File: src/rtl/bloom_filter_string_membership_core_macros.svh
// Assertion macros used by the Bloom filter back end (bfsm_back).
`ifndef BLOOM_FILTER_STRING_MEMBERSHIP_CORE_MACROS_SVH
`define BLOOM_FILTER_STRING_MEMBERSHIP_CORE_MACROS_SVH

// Same-cycle implication, sampled on aclk and switched off during reset.
`define BFSM_ASSERT_IMP(lbl, ante, cons, msg) \
    lbl: assert property (@(posedge aclk) disable iff (!aresetn) (ante) |-> (cons)) \
        else $error(msg);

// Next-cycle implication, sampled on aclk and switched off during reset.
`define BFSM_ASSERT_NEXT(lbl, ante, cons, msg) \
    lbl: assert property (@(posedge aclk) disable iff (!aresetn) (ante) |=> (cons)) \
        else $error(msg);

`endif

File: src/rtl/bfsm_pkg.sv
// Package with the types, constants and codes of the Bloom filter core.
`default_nettype none

package bfsm_pkg;

    localparam int BIT_COUNT_DEFAULT = 65536;
    localparam int NUM_SEEDS         = 5;
    localparam int NUM_HASH          = 2 * NUM_SEEDS;
    localparam int HASH_W            = 32;
    localparam int LEN_W             = 16;
    // Ten lanes issued one per cycle, then steps that drain the product and partial-remainder registers.
    localparam int REDUCE_STEPS      = NUM_HASH + 2;
    localparam int STEP_W            = $clog2(REDUCE_STEPS);
    localparam int PROBE_W           = $clog2(NUM_HASH);
    localparam int QUEUE_DEPTH       = 2;

    localparam logic [HASH_W-1:0] POLY_MASK  = 32'h7FFF_FFFF;
    localparam logic [LEN_W-1:0]  LEN_MAX    = 16'd65535;
    localparam int                SHIFT_BITS = 5;

    // Seed i sits at index i.
    localparam logic [NUM_SEEDS-1:0][HASH_W-1:0] SEED_TABLE = {
        32'd131313, 32'd13131, 32'd1313, 32'd131, 32'd13
    };

    typedef enum logic {
        OP_ADD   = 1'b0,
        OP_QUERY = 1'b1
    } op_t;

    // One finished key: hash 2i is the masked polynomial hash of seed i,
    // hash 2i+1 the shift-add hash of seed i.
    typedef struct packed {
        op_t                              op;
        logic [LEN_W-1:0]                 len;
        logic [NUM_HASH-1:0][HASH_W-1:0]  hash;
    } job_t;

    typedef enum logic [2:0] {
        BK_CLEAR,
        BK_IDLE,
        BK_REDUCE,
        BK_PROBE,
        BK_DRAIN,
        BK_RESULT
    } back_state_t;

endpackage

`default_nettype wire

File: src/rtl/bfsm_front.sv
// Front end: takes character transactions and keeps the ten running hashes.
`default_nettype none

module bfsm_front (
    input  wire logic                         aclk,
    input  wire logic                         aresetn,
    input  wire logic                         hold,
    input  wire logic                         s_valid,
    output logic                              s_ready,
    input  wire logic                         s_opcode,
    input  wire logic [bfsm_pkg::HASH_W-1:0]  s_character,
    input  wire logic                         s_has_char,
    input  wire logic                         s_key_last,
    output logic                              push_valid,
    input  wire logic                         push_ready,
    output bfsm_pkg::job_t                    push_job
);
    import bfsm_pkg::*;

    logic [HASH_W-1:0] poly_reg  [NUM_SEEDS];
    logic [HASH_W-1:0] poly_next [NUM_SEEDS];
    logic [HASH_W-1:0] poly_upd  [NUM_SEEDS];
    logic [HASH_W-1:0] shift_reg  [NUM_SEEDS];
    logic [HASH_W-1:0] shift_next [NUM_SEEDS];
    logic [HASH_W-1:0] shift_upd  [NUM_SEEDS];
    logic [LEN_W-1:0]  len_reg, len_next, len_upd;
    logic              accept;

    // A plain character needs no queue space; only the closing item does.
    assign s_ready    = !hold && (push_ready || !s_key_last);
    assign push_valid = s_valid && s_key_last && !hold;
    assign accept     = s_valid && s_ready;

    always_comb begin
        for (int i = 0; i < NUM_SEEDS; i++) begin
            if (s_has_char) begin
                poly_upd[i]  = poly_reg[i] * SEED_TABLE[i] + s_character;
                shift_upd[i] = (shift_reg[i] << SHIFT_BITS) + shift_reg[i] + s_character;
            end else begin
                poly_upd[i]  = poly_reg[i];
                shift_upd[i] = shift_reg[i];
            end
        end
        len_upd = (s_has_char && (len_reg != LEN_MAX)) ? len_reg + 1'b1 : len_reg;

        push_job.op  = op_t'(s_opcode);
        push_job.len = len_upd;
        for (int i = 0; i < NUM_SEEDS; i++) begin
            push_job.hash[2*i]     = poly_upd[i] & POLY_MASK;
            push_job.hash[2*i + 1] = shift_upd[i];
        end

        for (int i = 0; i < NUM_SEEDS; i++) begin
            poly_next[i]  = poly_reg[i];
            shift_next[i] = shift_reg[i];
        end
        len_next = len_reg;
        if (accept) begin
            if (s_key_last) begin
                for (int i = 0; i < NUM_SEEDS; i++) begin
                    poly_next[i]  = '0;
                    shift_next[i] = SEED_TABLE[i];
                end
                len_next = '0;
            end else begin
                for (int i = 0; i < NUM_SEEDS; i++) begin
                    poly_next[i]  = poly_upd[i];
                    shift_next[i] = shift_upd[i];
                end
                len_next = len_upd;
            end
        end
    end

    always_ff @(posedge aclk) begin
        if (!aresetn) begin
            for (int i = 0; i < NUM_SEEDS; i++) begin
                poly_reg[i]  <= '0;
                shift_reg[i] <= SEED_TABLE[i];
            end
            len_reg <= '0;
        end else begin
            for (int i = 0; i < NUM_SEEDS; i++) begin
                poly_reg[i]  <= poly_next[i];
                shift_reg[i] <= shift_next[i];
            end
            len_reg <= len_next;
        end
    end

endmodule

`default_nettype wire

File: config.mk
export PLATFORM = sky130hd
export DESIGN_NAME = bfsm_front
export DESIGN_NICKNAME = d
export VERILOG_FILES = /design/src/rtl/bloom_filter_string_membership_core_macros.svh /design/src/rtl/bfsm_pkg.sv /design/src/rtl/bfsm_front.sv
export SDC_FILE = /design/constraint.sdc
export NUM_CORES = 2
export LEC_CHECK = 0
export ABC_AREA = 1
export CAP_MARGIN = 0
export CORE_MARGIN = 5
export CORE_UTILIZATION = 65
export DETAILED_ROUTE_END_ITERATION = 16
export DONT_BUFFER_PORTS = 1
export PLACE_DENSITY = 0.92
export RECOVER_POWER = 100
export SYNTH_ARGS = -nofsm -noshare
export SYNTH_HDL_FRONTEND = slang
export SYNTH_SLANG_ARGS = --single-unit
File: constraint.sdc
create_clock -name aclk -period 10.79 [get_ports aclk]
set_input_delay 2.6975 -clock aclk [delete_from_list [all_inputs] [get_ports aclk]]
set_output_delay 2.6975 -clock aclk [all_outputs]
set_load 0.05 [all_outputs]
==> out/qor.csv <==
metric,value,unit
status,finished with violations,
violations,"max-capacitance violations, max-slew violations",
place_inst,8696,
antenna_found_initial,5,
drive_above_1_share,3.507,%
critical_path_class,input pin to primary output,
pin_count,379,
rsz0062_at_grt,false,
cap_viol_max_count,89,
grt_overflow_total,0,
grt.total_usage,42.54,%
cts_tree,built,
hold_viol,0,
hold_path_class,register to register,
yosys.area.top_type,fa_1,
core-area,0.08356,mm²
fin_area,0.05756,mm²
ys_seq_area_share,12.13,%
synth_edf_count,0,
finClkSkew,0.03120,ns
ctsHoldBuffers,0,
vias_per_cell,6.080,
die_y,300.0,µm
drc_errors,0,
max_freq,0.09485,GHz
synth_cells,7691,
num_rows,106,
largest_reg_flops,160,
post_cts_resized,0,
firstDrtPassIters,11,
synth.top_cell.area_share,20.18,%
critPathMaxFanout,9,
initial_core_util,65.41,%
yosys_most_used_dff,dfxtp_1,
grt_pass1_wl,300200,µm
cts_sinks,331,
first_global_vias,52820,
power_density,110.2,mW/mm²
fin_crit,10.54,ns
cts-root-buf,clkbuf_16,
die-area,0.08998,mm²
grt_max_degree,403,
cts_buffers,46,
ys_types,52,
cts_buffer_depth,3,
die_w,300.0,µm
syn_area_per_cell,7.106,µm²
drtAntennaViolNets,0,
synth_area,0.05465,mm²
drt_iter0_markers,5734,
yosysMostFrequentCell,nand2_1,
portBuffers,0,
gp_congestion,1.049,
hpwl,151000,µm
worst_setup_path_end_kind,primary output,
vias,53400,
nets,8989,
tns,0,ns
post_dp_cell_area,0.05615,mm²
final_cells,8783,
wl_per_cell,22.26,µm
drv_slew,570,
slew_headroom,-172.1,%
postSynth.asyncResetShare,0,%
required,8.09,ns
fin_crit_sh,97.71,%
clk_latency,0.66,ns
startpoint_type,input pin,
cts_setup_buffers,0,
crit_arrival,7.85,ns
yosys-top-cells-area,"fa_1 20%, ha_1 17%, nand2_1 13%",
cellLeakagePower,0.02935,µW
path_clk_slew,0.06,ns
htree_levels,2,
irDropWorstVdd,0.1259,mV
setup_violations,0,
syn2layout_area_growth,5.321,%
wl,195500,µm
synthTopCellsByCount,"1824 x nand2_1, 1336 x inv_1, 734 x ha_1",
worst_pin_slew,4.081,ns
ys_warn_count,0,
ys_seq_elements,331,
holdWs,0.4911,ns
[metal layers]
layer	global-route usage [%]	wire length, µm	up-vias
li1	-	-	24610
met1	52.35	71760	25060
met2	65.36	83960	2999
met3	14.30	25780	730
met4	24.70	14030	2
met5	0	13	-
[worst paths after layout]
kind	slack, ns	to	cells after the start	start
setup reg to reg	4.34	poly_reg[0][107]	21	poly_reg[0][102]
hold / removal	0.49	shift_reg[0][95]	2	shift_reg[0][95]
hold reg to reg	0.49	shift_reg[0][95]	2	shift_reg[0][95]
setup / recovery	0.25	push_job[206]	19	s_character[11]
[kinds of logic (layout without fill, tap and decap cells)]
kind of cell / after synthesis / in the layout / share of synthesized area [%]
xor+xnor: 212 / 212 / 3.398
other cells: 1 / 10 / 0.006862
simple gates: 3034 / 3034 / 23.65
buf+inv: 1532 / 1535 / 10.68
compound gates: 1296 / 1296 / 13.16
flops: 331 / 331 / 12.13
fa+ha+maj: 1285 / 1285 / 36.99
[power by group]
group / switching (µW) / total [µW] / internal (µW)
clock: 698 / 1820 / 1120
combinational: 2320 / 3200 / 884
sequential: 65.5 / 1320 / 1250
total: 3080 / 6340 / 3260
[final cells by class]
| cell class | instances | area (µm²) |
|---|---|---|
| clock buffers | 56 | 1270 |
| flip-flops and latches | 331 | 6626 |
| inverters | 1339 | 5037 |
| well taps | 1080 | 1351 |
| multi-input cells | 5832 | 42100 |
| diodes | 5 | 12.51 |
| fillers | 7017 | 26000 |
| clock inverters | 26 | 466.7 |
| repair buffers | 114 | 693.2 |
[placed cells by master (no fill, tap or decap), types with 98 or more instances in the layout]
cell,synthesis,final
nand2_1,1824,1825
xnor2_1,98,98
ha_1,734,734
nand3_1,405,406
a21oi_1,683,683
o21ai_0,303,328
nand4_1,101,101
inv_1,1336,1336
fa_1,551,551
nor2_1,405,407
dfxtp_1,331,331
xor2_1,114,114
[per-stage QoR]
| stage | setup WS [ns] | util, % | power, µW |
|---|---|---|---|
| after floorplan | 0.3208 | - | 3701 |
| after global placement | 0.1902 | 67.20 | 4423 |
| after detailed placement | 0.1942 | 67.20 | 4497 |
| after CTS | 0.1807 | 69.28 | 6321 |
| after global routing | 0.02775 | 68.87 | 6675 |
| final | 0.2467 | 68.89 | 6343 |
[worst max-delay path: stages]
cell and delay, ns:
inv_1 0.06, fa_1 0.53, inv_1 0.04, ha_1 0.26, inv_1 0.05, fa_1 0.51, inv_1 0.06, fa_1 0.48
fa_1 0.50, inv_1 0.05, fa_1 0.48, inv_1 0.05, ha_1 0.33, nand2_1 0.09, nand2_1 0.09, a21oi_1 0.26
nand3_1 0.24, xor2_1 0.21, o21ai_1 0.85
(Power assumes the default switching activity.)
