### config.mk
export PLATFORM = sky130hd
export DESIGN_NAME = bfsm_queue
export DESIGN_NICKNAME = d
export VERILOG_FILES = /design/src/rtl/bloom_filter_string_membership_core_macros.svh /design/src/rtl/bfsm_pkg.sv /design/src/rtl/bfsm_queue.sv
export SDC_FILE = /design/constraint.sdc
export NUM_CORES = 1
export LEC_CHECK = 0
export ABC_AREA = 1
export BUFFER_PORTS_ARGS = -buffer_cell sky130_fd_sc_hd__buf_2
export CORE_AREA = 4 4 263 265
export CTS_BUF_LIST = sky130_fd_sc_hd__clkbuf_16
export DETAILED_ROUTE_END_ITERATION = 10
export DIE_AREA = 0 0 267 269
export GPL_TIMING_DRIVEN = 1
export SKIP_CTS_REPAIR_TIMING = 1
export SYNTH_ARGS = -nofsm -noshare
export SYNTH_HDL_FRONTEND = slang
export SYNTH_SLANG_ARGS = --single-unit
export TNS_END_PERCENT = 50
### constraint.sdc
create_clock -name aclk -period 20.8 [get_ports aclk]
set_clock_uncertainty 0.2 [all_clocks]
set_input_delay 4.16 -clock aclk [delete_from_list [all_inputs] [get_ports aclk]]
set_output_delay 4.16 -clock aclk [all_outputs]
set_load 0.01 [all_outputs]
### src/rtl/bloom_filter_string_membership_core_macros.svh
// Assertion macros used by the Bloom filter back end (bfsm_back).
`ifndef BLOOM_FILTER_STRING_MEMBERSHIP_CORE_MACROS_SVH
`define BLOOM_FILTER_STRING_MEMBERSHIP_CORE_MACROS_SVH

// Same-cycle implication, sampled on aclk and switched off during reset.
`define BFSM_ASSERT_IMP(lbl, ante, cons, msg) \
    lbl: assert property (@(posedge aclk) disable iff (!aresetn) (ante) |-> (cons)) \
        else $error(msg);

// Next-cycle implication, sampled on aclk and switched off during reset.
`define BFSM_ASSERT_NEXT(lbl, ante, cons, msg) \
    lbl: assert property (@(posedge aclk) disable iff (!aresetn) (ante) |=> (cons)) \
        else $error(msg);

`endif

### src/rtl/bfsm_pkg.sv
// Package with the types, constants and codes of the Bloom filter core.
`default_nettype none

package bfsm_pkg;

    localparam int BIT_COUNT_DEFAULT = 65536;
    localparam int NUM_SEEDS         = 5;
    localparam int NUM_HASH          = 2 * NUM_SEEDS;
    localparam int HASH_W            = 32;
    localparam int LEN_W             = 16;
    // Ten lanes issued one per cycle, then steps that drain the product and partial-remainder registers.
    localparam int REDUCE_STEPS      = NUM_HASH + 2;
    localparam int STEP_W            = $clog2(REDUCE_STEPS);
    localparam int PROBE_W           = $clog2(NUM_HASH);
    localparam int QUEUE_DEPTH       = 2;

    localparam logic [HASH_W-1:0] POLY_MASK  = 32'h7FFF_FFFF;
    localparam logic [LEN_W-1:0]  LEN_MAX    = 16'd65535;
    localparam int                SHIFT_BITS = 5;

    // Seed i sits at index i.
    localparam logic [NUM_SEEDS-1:0][HASH_W-1:0] SEED_TABLE = {
        32'd131313, 32'd13131, 32'd1313, 32'd131, 32'd13
    };

    typedef enum logic {
        OP_ADD   = 1'b0,
        OP_QUERY = 1'b1
    } op_t;

    // One finished key: hash 2i is the masked polynomial hash of seed i,
    // hash 2i+1 the shift-add hash of seed i.
    typedef struct packed {
        op_t                              op;
        logic [LEN_W-1:0]                 len;
        logic [NUM_HASH-1:0][HASH_W-1:0]  hash;
    } job_t;

    typedef enum logic [2:0] {
        BK_CLEAR,
        BK_IDLE,
        BK_REDUCE,
        BK_PROBE,
        BK_DRAIN,
        BK_RESULT
    } back_state_t;

endpackage

`default_nettype wire

### src/rtl/bfsm_queue.sv
// Small job queue between the hashing front end and the probing back end.
`default_nettype none

module bfsm_queue (
    input  wire logic          aclk,
    input  wire logic          aresetn,
    input  wire logic          push_valid,
    output logic               push_ready,
    input  wire bfsm_pkg::job_t push_job,
    output logic               pop_valid,
    input  wire logic          pop_ready,
    output bfsm_pkg::job_t     pop_job
);
    import bfsm_pkg::*;

    localparam int PTR_W = (QUEUE_DEPTH > 1) ? $clog2(QUEUE_DEPTH) : 1;
    localparam int CNT_W = $clog2(QUEUE_DEPTH + 1);

    job_t             slot_reg [QUEUE_DEPTH];
    logic [PTR_W-1:0] wr_ptr_reg, wr_ptr_next;
    logic [PTR_W-1:0] rd_ptr_reg, rd_ptr_next;
    logic [CNT_W-1:0] count_reg, count_next;
    logic             do_push, do_pop;

    assign push_ready = (count_reg != CNT_W'(QUEUE_DEPTH));
    assign pop_valid  = (count_reg != '0);
    assign pop_job    = slot_reg[rd_ptr_reg];
    assign do_push    = push_valid && push_ready;
    assign do_pop     = pop_valid && pop_ready;

    always_comb begin
        wr_ptr_next = wr_ptr_reg;
        rd_ptr_next = rd_ptr_reg;
        count_next  = count_reg;
        if (do_push) begin
            wr_ptr_next = (wr_ptr_reg == PTR_W'(QUEUE_DEPTH - 1)) ? '0 : wr_ptr_reg + 1'b1;
        end
        if (do_pop) begin
            rd_ptr_next = (rd_ptr_reg == PTR_W'(QUEUE_DEPTH - 1)) ? '0 : rd_ptr_reg + 1'b1;
        end
        if (do_push && !do_pop) begin
            count_next = count_reg + 1'b1;
        end else if (do_pop && !do_push) begin
            count_next = count_reg - 1'b1;
        end
    end

    always_ff @(posedge aclk) begin
        if (!aresetn) begin
            wr_ptr_reg <= '0;
            rd_ptr_reg <= '0;
            count_reg  <= '0;
        end else begin
            wr_ptr_reg <= wr_ptr_next;
            rd_ptr_reg <= rd_ptr_next;
            count_reg  <= count_next;
        end
    end

    always_ff @(posedge aclk) begin
        if (do_push) begin
            slot_reg[wr_ptr_reg] <= push_job;
        end
    end

endmodule

`default_nettype wire

==> results.md, run 1 <==
* CTS max path bufs at 3
* Critical Path Start Type: flop
* Slew margin rel. at between 20% and 30%
* Cell count along the critical path at 6
* Routed wire per std cell at roughly 22 µm
* Most numerous cell on the critical path: buf_4
* Mapped Cells at 1086
* Status: complete, no violations
* Setup slack, reg-to-reg at roughly 17000 ps
* CP max stage delay at 890 ps
* Core area at between 60000 and 70000 µm²
* Synth cell count leaders: edfxtp_1 (674), mux2_4 (330), buf_12 (33), nand2_1 (9)
* F_max at about 0.10 GHz
* Worst-path clk slew at about 60 ps
* Syn Area/Cell at ~24 µm²
* Asr flop ratio synth at 0%
* Root Driver: clkbuf_16
* Final Slew Violations at 0
* Rows at 95
* DR DRC count at 0
* R2R Path Start: count_reg[0]
* Clock latency on the worst-skew pair at 580 ps
* RSZ-0062 raised after global routing: no
* Tot Pwr at around 4 mW
* Area leader, netlist: edfxtp_1
* Flops & latches, synth at 679
* Cell variety after synth at 15
* WS Path Type: flop to output port
* Pwr dens at approximately 120 nW/µm²
* Die Wd at roughly 270 µm
* Syn Nets at around 1400
* Crit-path cells: buf_4 -> buf_4 -> buf_4 -> buf_4 -> mux2_4 -> buf_2
* Hold Vio Cnt, Final at 0
* Critical path data required time at around 16000 ps
* CTS buffer count at 73
* Fin nets at about 2200
* First-pass GRT wire length at ~84000 µm
* HPWL Detailed at 41900 µm
* GP Congestion at roughly 0.82
* Buf+Inv Stages, Crit Path at 5
* Largest net degree at the start of global routing at 77
* DIE HEIGHT at about 270 µm
* Drt pass-1 iters at 5
* H-tree depth at 3
* Syn-to-layout area delta at 23.3%
* Hold depth at 2
* Synthesized area at 26200 µm²
* Worst-path maximum fanout at a little under 60
* Post-DP Area at between 30000 and 40000 µm²
* First DRT Iteration DRCs at approximately 700
* Worst-case reg-to-reg path depth at 7
* Slowest CP cell: buf_4
* Tmin final at between 9000 and 10000 ps
* DRT antenna net count at 0
* Largest register FFs at 674
* Seq/Total Area, Yosys at ~78%
* Hold path start: rd_ptr_reg
* Worst Tran Pin Value at between 1000 and 1500 ps
* Clk sink count at 679
* WL final at approximately 60000 µm
* Ys flop type: edfxtp_1
* Lkg Pwr at 12.7 nW
* Peak supply drop at 78.1 µV
* FF/Latch Area at a little over 20000 µm²
* Fill cell count at 5659
* Worst r2r dst: slot_reg[1][180]
* Final setup fails at 0
* Final Cycle Share at roughly 47%
* Vias per inst at approximately 4.6
* GRT Overall Usage at 15.7%
* CP Capture Type: output port
* Share of layout cells above drive strength 1 at approximately three fifths
* Most numerous cell in the Yosys netlist: edfxtp_1
* Vias in the first global route at roughly 13000
* Area share of the largest cell type after synthesis at between 70% and 80%
* Port buffer count at a little under 700
* Worst path top cell family by delay: buffers and inverters
* CTS tree: yes
* Worst min-delay path category: flop to flop
* Number of synthesized flops with an enable pin at between 600 and 700
* Max_cap viols at 0
* Final Instance Area at around 32000 µm²
* Vias at 12800
* Area of the multi-input gates at ~5200 µm²
* Ys Warns at 0
* Top post-synthesis cells by area: edfxtp_1 (77%), mux2_4 (19%), buf_12 (2.5%)
* Initial Util at about two fifths
* Final TNS setup at 0 ps
* WP data arrival at around 5500 ps
* Initial antenna violation count at 29
* IO Count at about 700
* Total grt overflow at 0
* DIE AREA at approximately 70000 µm²
-- cells in the final DEF (no fill, tap or decap), types with 2 or more instances in the layout --
cell type,instances
buf_2,679
edfxtp_1,674
mux2_4,330
clkbuf_16,73
inv_1,26
diode_2,19
clkinv_1,19
buf_4,16
nand2_1,9
mux2_2,7
inv_6,7
clkinv_2,7
nor2_1,6
dfxtp_1,4
nor2_4,2
o21ai_0,2
bufinv_16,2
clkinvlp_4,2
-- per-layer routing --
metal / track usage (%) / up-vias / wire length [µm]
li1: - / 5824 / -
met1: 17.6 / 6391 / 21900
met2: 27.2 / 464 / 31000
met3: 6.12 / 125 / 5040
met4: 5.81 / 22 / 1620
met5: 0 / - / 140
-- how the worst max path moves through the flow --
stage,startpoint,end
floorplan,push_valid,slot_reg[0][0]
global placement,flop,pop_job[316]
detailed placement,flop,pop_job[316]
CTS,flop,pop_job[316]
global route,flop,pop_job[316]
finish,flop,pop_job[296]
-- worst register-to-register path, stage by stage (launching register included) --
cell     delay, ps
dfxtp_1        350
inv_1          100
nand2_1         90
nand2_1        170
nor2_4         110
buf_4          720
buf_4          890
buf_4          990
-- report_power, final --
group          internal [mW]  leakage [nW]  switching (mW)
clock                  0.663          1.12           0.497
combinational          0.463          5.25           0.492
sequential              1.73          6.33          0.0554
total                   2.86          12.7            1.04
-- stage by stage --
step	std cells	hold slack (ps)	setup WS, ps	util (%)
3_3_place_gp	2616	277	11540	45.1
4_1_cts	2745	301	10800	48.3
5_1_grt	2758	317	10580	48.4
6_report	2764	300	10950	48.4
3_5_place_dp	2616	283	11460	45.1
2_1_floorplan	1086	267	1360	-
-- cells by family after synthesis --
group	count (synthesis)	synth area share, %
buffers and inverters	46	2.85
multiplexers	337	19.2
adder cells (fa/ha/maj)	1	0.0477
flip-flops	679	77.5
AND/OR/NAND/NOR	19	0.286
AO/OA/AOI/OAI	4	0.0859
-- layout make-up --
type	count	share of cell area (%)
diodes	19	0.147
clock buffers	73	5.65
clock inverters	56	0.987
inverters	8	0.0929
multi-input cells	361	16.0
flip-flops and latches	679	62.9
well taps	873	3.38
repair buffers	695	10.9
Note: power is estimated with default switching activity, not from simulation.
==> run 2, diff against run 1 <==
==> constraint.sdc (replaced) <==
create_clock -name aclk -period 9.95 [get_ports aclk]
set_clock_uncertainty 0.2 [all_clocks]
set_input_delay 1.99 -clock aclk [delete_from_list [all_inputs] [get_ports aclk]]
set_output_delay 1.99 -clock aclk [all_outputs]
set_load 0.01 [all_outputs]
==> run 2 against run 1 <==
Core utilization increased by 0.65 points. Critical path depth decreased by 3. Global-route usage is 0.085 points higher. Sequential power grew 110%. Design area is 1.3% higher. Via count decreased by 0.85%. Combinational power up 110%. First-iteration DRC count decreased by 1.3%.
==> results.md, run 2 (synthesized netlist as in run 1, its figures left out) <==
* Status: complete, no violations
* Met3 wire length at 5390 µm (+7.0%)
* Rows at 95 (unchanged)
* Fin nets at 2152 (-0.37%)
* Core area at 66800 µm² (unchanged)
* DR DRC count at 0 (unchanged)
* DRT antenna net count at 0 (unchanged)
* CTS max path bufs at 3 (unchanged)
* WL met1 at 21000 µm (-4.1%)
* Finished Layout Cells at 2756 (-0.29%)
* Tot Pwr at 8.60 mW (+120%)
* GP Congestion at 0.780 (-4.5%)
* Max_cap viols at 0 (unchanged)
* Vias in the first global route at 13500 (+0.89%)
* Share of layout cells above drive strength 1 at 61.1% (+0.88 points)
* Commonest non-fill, non-tap cell in the layout: buf_2
* Final Slew Violations at 0 (unchanged)
* Largest net degree at the start of global routing at 167 (+120%)
* WS Path Type: flop to output port
* Clk sink count at 679 (unchanged)
* Worst min-delay path category: flop to flop
* Post-Place Cells at 2607 (-0.34%)
* Final setup fails at 0 (unchanged)
* Slack of the critical path at 4640 ps (-6300 ps)
* Routed wire per std cell at 21.8 µm (+0.88%)
* Vias per inst at 4.61 (-0.56%)
* Critical path data required time at 7760 ps (-8680 ps)
* CP Capture Type: output port
* Clock latency on the worst-skew pair at 590 ps (about the same)
* Peak supply drop at 184 µV (+140%)
* Dpl ws at 5240 ps (-6220 ps)
* F_max at between 0.15 and 0.2 GHz
* Lkg Pwr at 12.8 nW (+1.2%)
* HPWL Detailed at 41600 µm (-0.67%)
* Port buffer count at 679 (unchanged)
* H-tree depth at 3 (unchanged)
* Initial antenna violation count at 28 (-3.4%)
* Critical Path Start Type: flop
* GRT Overall Usage at 15.7% (+0.085 points)
* First-pass GRT wire length at 83800 µm (-0.51%)
* Final TNS setup at 0 ps (unchanged)
* WP data arrival at 3120 ps (-2370 ps)
* Worst Tran Pin Value at 1300 ps (+238 ps)
* DIE HEIGHT at 269 µm (unchanged)
* Worst-path clk slew at 60 ps (about the same)
* Vias at 12700 (-0.85%)
* CTS tree: yes
* Final Cycle Share at a little over half
* Slew margin rel. at 13.1% (-16 points)
* Die Wd at 267 µm (unchanged)
* CTS buffer count at 74 (+1.4%)
* Tmin final at 5310 ps
* Post-DP Area at 30200 µm² (about the same)
* Worst-path maximum fanout at 133 (+130%)
* Drt pass-1 iters at 7 (+2)
* IO Count at 680 (unchanged)
* Most used cells in the layout excluding fill and tap cells: buf_2 (679), edfxtp_1 (674), mux2_4 (330), clkbuf_16 (75), clkinv_2 (15)
* First DRT Iteration DRCs at 694 (-1.3%)
* Initial Util at 39.3% (unchanged)
* Pwr dens at 262 nW/µm² (+120%)
* RSZ-0062 raised after global routing: no
* Hold Vio Cnt, Final at 0 (unchanged)
* DIE AREA at 71800 µm² (unchanged)
* Root Driver: clkbuf_16
* Syn-to-layout area delta at 24.9%
* Met2 wire len at 31600 µm (+1.8%)
* Top sig layer: met5
* Util after Layout at 49.1% (+0.65 points)
* Final Instance Area at 32800 µm² (+1.3%)
* Hold WS at 323 ps (+23.2 ps)
* Largest register FFs at 674 (unchanged)
* WL final at 60100 µm (+0.58%)
* Total grt overflow at 0 (unchanged)
[run 2: changes by cell type in the layout (fill, tap and decap cells not counted), sizes merged]
cell / delta
buf: -9
bufinv: +11
clkbuf: +2
clkinv: +5
diode: -4
inv: -13
[run 2: final cells by class]
cell class,instances,area (µm²)
antenna,15,37.5
clock buffer,75,1880
clock inverter,59,707
fill,5579,34000
inverter,8,30.0
multi-input combinational,361,5160
sequential,679,20300
tap,873,1090
timing repair buffer,686,3530
[run 2: metal layers]
layer  up-vias  global-route usage, %
met4        26                   6.97
met5         -                      0
li1       5804                      -
met3       130                   6.12
met1      6285                   16.6
met2       472                   28.1
[run 2: where the power goes]
part           switching (mW)  internal [mW]  leakage [nW]
Combinational            1.02          0.982          5.23
Clock                    1.12           1.73          1.29
Sequential              0.126           3.63          6.33
[run 2: worst max-delay path, stage by stage, from the launching register on]
cell     delay [ps]
dfxtp_4         980
buf_12          600
mux2_4          360
buf_2           140
[run 2: final timing paths]
check | startpoint | to | slack, ps | depth (start not counted)
setup / recovery | flop | pop_job[180] | 4640 | 3
hold / removal | rd_ptr_reg | flop | 320 | 2
setup reg to reg | count_reg[0] | slot_reg[1][148] | 6840 | 5
hold reg to reg | rd_ptr_reg | flop | 320 | 2
==> run 3, diff against run 2 <==
--- a/config.mk
+++ b/config.mk
@@ -7,11 +7,12 @@
 export LEC_CHECK = 0
 export ABC_AREA = 1
 export BUFFER_PORTS_ARGS = -buffer_cell sky130_fd_sc_hd__buf_2
-export CORE_AREA = 4 4 263 265
+export CORE_AREA = 4 4 261 263
 export CTS_BUF_LIST = sky130_fd_sc_hd__clkbuf_16
 export DETAILED_ROUTE_END_ITERATION = 10
-export DIE_AREA = 0 0 267 269
+export DIE_AREA = 0 0 265 267
 export GPL_TIMING_DRIVEN = 1
+export PLACE_DENSITY = 0.65
 export SKIP_CTS_REPAIR_TIMING = 1
 export SYNTH_ARGS = -nofsm -noshare
 export SYNTH_HDL_FRONTEND = slang
==> constraint.sdc (replaced) <==
create_clock -name aclk -period 4.5 [get_ports aclk]
set_clock_uncertainty 0.2 [all_clocks]
set_input_delay 0.9 -clock aclk [delete_from_list [all_inputs] [get_ports aclk]]
set_output_delay 0.9 -clock aclk [all_outputs]
set_load 0.01 [all_outputs]
==> run 3 against run 2 <==
First-iteration DRC count is 11% higher. Worst setup slack worse by 3700 ps. Core utilization is 0.84 points higher. Largest cell class unchanged. Die area is 1.5% lower. Design area hardly changed. Via count is 2.4% higher. Combinational power is 130% higher. Power is 110% higher.
==> results.md, run 3 (synthesized netlist as in run 1, its figures left out) <==
* Status: complete, no violations
* F_max at between 0.2 and 0.3 GHz
* Worst r2r dst: slot_reg[0][196]
* GRT Overall Usage at 16.3% (+0.56 points)
* Clock latency on the worst-skew pair at 590 ps (about the same)
* RSZ-0062 raised after global routing: no
* Final TNS setup at 0 ps (unchanged)
* WS Path Type: flop to output port
* Final Cycle Share at a little under 80%
* Drt pass-1 iters at 6 (-1)
* CP Capture Type: output port
* Vias at 13000 (+2.4%)
* Most used cells in the layout excluding fill and tap cells: buf_2 (679), edfxtp_1 (674), mux2_4 (330), clkbuf_16 (73), buf_4 (26)
* Root Driver: clkbuf_16
* Final setup fails at 0 (unchanged)
* Slack of the critical path at 944 ps (-3700 ps)
* Hold Vio Cnt, Final at 0 (unchanged)
* Crit path capture: pop_job[193]
* Initial antenna violation count at 20 (-29%)
* Vias in the first global route at 13900 (+3.2%)
* Critical Path Start Type: flop
* First DRT Iteration DRCs at 768 (+11%)
* IO Count at 680 (unchanged)
* First-pass GRT wire length at 87300 µm (+4.2%)
* Worst-path maximum fanout at 31 (-77%)
* Dpl ws at 1550 ps (-3680 ps)
* DR DRC count at 0 (unchanged)
* HPWL Detailed at 43900 µm (+5.5%)
* GP Congestion at 0.866 (+11%)
* Post-Place Cells at 2628 (+0.81%)
* Slew margin rel. at 54.8% (+42 points)
* Fin nets at 2180 (+1.3%)
* Post-DP Area at 30400 µm² (+0.97%)
* Clk sink count at 679 (unchanged)
* Finished Layout Cells at 2766 (+0.36%)
* Fill cell count at 5476 (-1.8%)
* CTS buffer count at 72 (-2.7%)
* Peak supply drop at 333 µV (+81%)
* Final Slew Violations at 0 (unchanged)
* WP data arrival at 2460 ps (-660 ps)
* Die Wd at 265 µm (-0.75%)
* Core area at 65600 µm² (-1.8%)
* DIE HEIGHT at 267 µm (-0.74%)
* Worst Tran Pin Value at 677 ps (-626 ps)
* Total grt overflow at 0 (unchanged)
* Util after Layout at 49.9% (+0.84 points)
* Max_cap viols at 0 (unchanged)
* CTS tree: yes
* Worst-path clk slew at 60 ps (about the same)
* Initial Util at 40.0% (+0.70 points)
* Largest register FFs at 674 (unchanged)
* Commonest non-fill, non-tap cell in the layout: buf_2
* Final Instance Area at 32700 µm² (about the same)
* H-tree depth at 3 (unchanged)
* Worst-case reg-to-reg path depth at 5 (unchanged)
* Lkg Pwr at 12.9 nW (+0.29%)
* R2R Path Start: count_reg[0]
* Tmin final at between 3000 and 4000 ps
* DRT antenna net count at 0 (unchanged)
* CTS max path bufs at 3 (unchanged)
* Setup slack, reg-to-reg at 2100 ps (-4740 ps)
* Syn-to-layout area delta at 24.8% (about the same)
* Largest net degree at the start of global routing at 108 (-35%)
* DIE AREA at 70800 µm² (-1.5%)
* Port buffer count at 679 (unchanged)
* Share of layout cells above drive strength 1 at 61.2% (+0.10 points)
* Rows at 94 (-1.1%)
* Routed wire per std cell at 21.9 µm (+0.30%)
* Pwr dens at 563 nW/µm² (+110%)
* Worst min-delay path category: input pin to flop
* Critical path data required time at 3400 ps (-4360 ps)
* Vias per inst at 4.71 (+2.0%)
* WL final at 60500 µm (+0.66%)
## run 3: area by class of cell
class	instances	area [µm²]	share of cell area [%]
timing repair buffer	716	3810	11.6
antenna	11	27.5	0.0841
clock inverter	54	449	1.37
sequential	679	20300	62.1
inverter	8	30.0	0.0917
tap	864	1080	3.30
multi-input combinational	361	5170	15.8
clock buffer	73	1830	5.58
## run 3: through the flow
step                      hold slack [ps]  total power [mW]
after detailed placement              302              13.0
after global placement                283              13.0
after global routing                  233              19.3
after CTS                             229              18.7
after floorplan                       267              11.6
final                                 286              18.4
## run 3: worst min path at each step
stage	from	to	cells past startpoint	slack (ps)
2_1_floorplan	rd_ptr_reg	flop	2	270
3_3_place_gp	rd_ptr_reg	rd_ptr_reg	2	280
3_5_place_dp	rd_ptr_reg	flop	2	300
4_1_cts	push_job[245]	slot_reg[1][245]	1	230
5_1_grt	push_job[236]	slot_reg[1][236]	1	230
6_report	push_job[188]	slot_reg[1][188]	1	290
## run 3: layer usage
| layer | vias to the layer above | global-route usage, % | wire length [µm] |
|---|---|---|---|
| li1 | 5855 | - | - |
| met1 | 6563 | 18.4 | 21800 |
| met2 | 499 | 29.2 | 32300 |
| met3 | 93 | 5.71 | 5090 |
| met4 | 14 | 4.85 | 1210 |
| met5 | - | 0 | 81 |
## run 3: critical path, cell delays in order (launching register included)
cell	delay, ps
dfxtp_4	730
buf_4	590
mux2_4	350
buf_2	140
## run 3: report_power, final
group / switching (mW) / total, mW / internal, mW / leakage, nW
Clock: 2.38 / 5.59 / 3.21 / 1.15
Sequential: 0.253 / 8.25 / 8.00 / 6.33
Combinational: 2.36 / 4.58 / 2.23 / 5.40
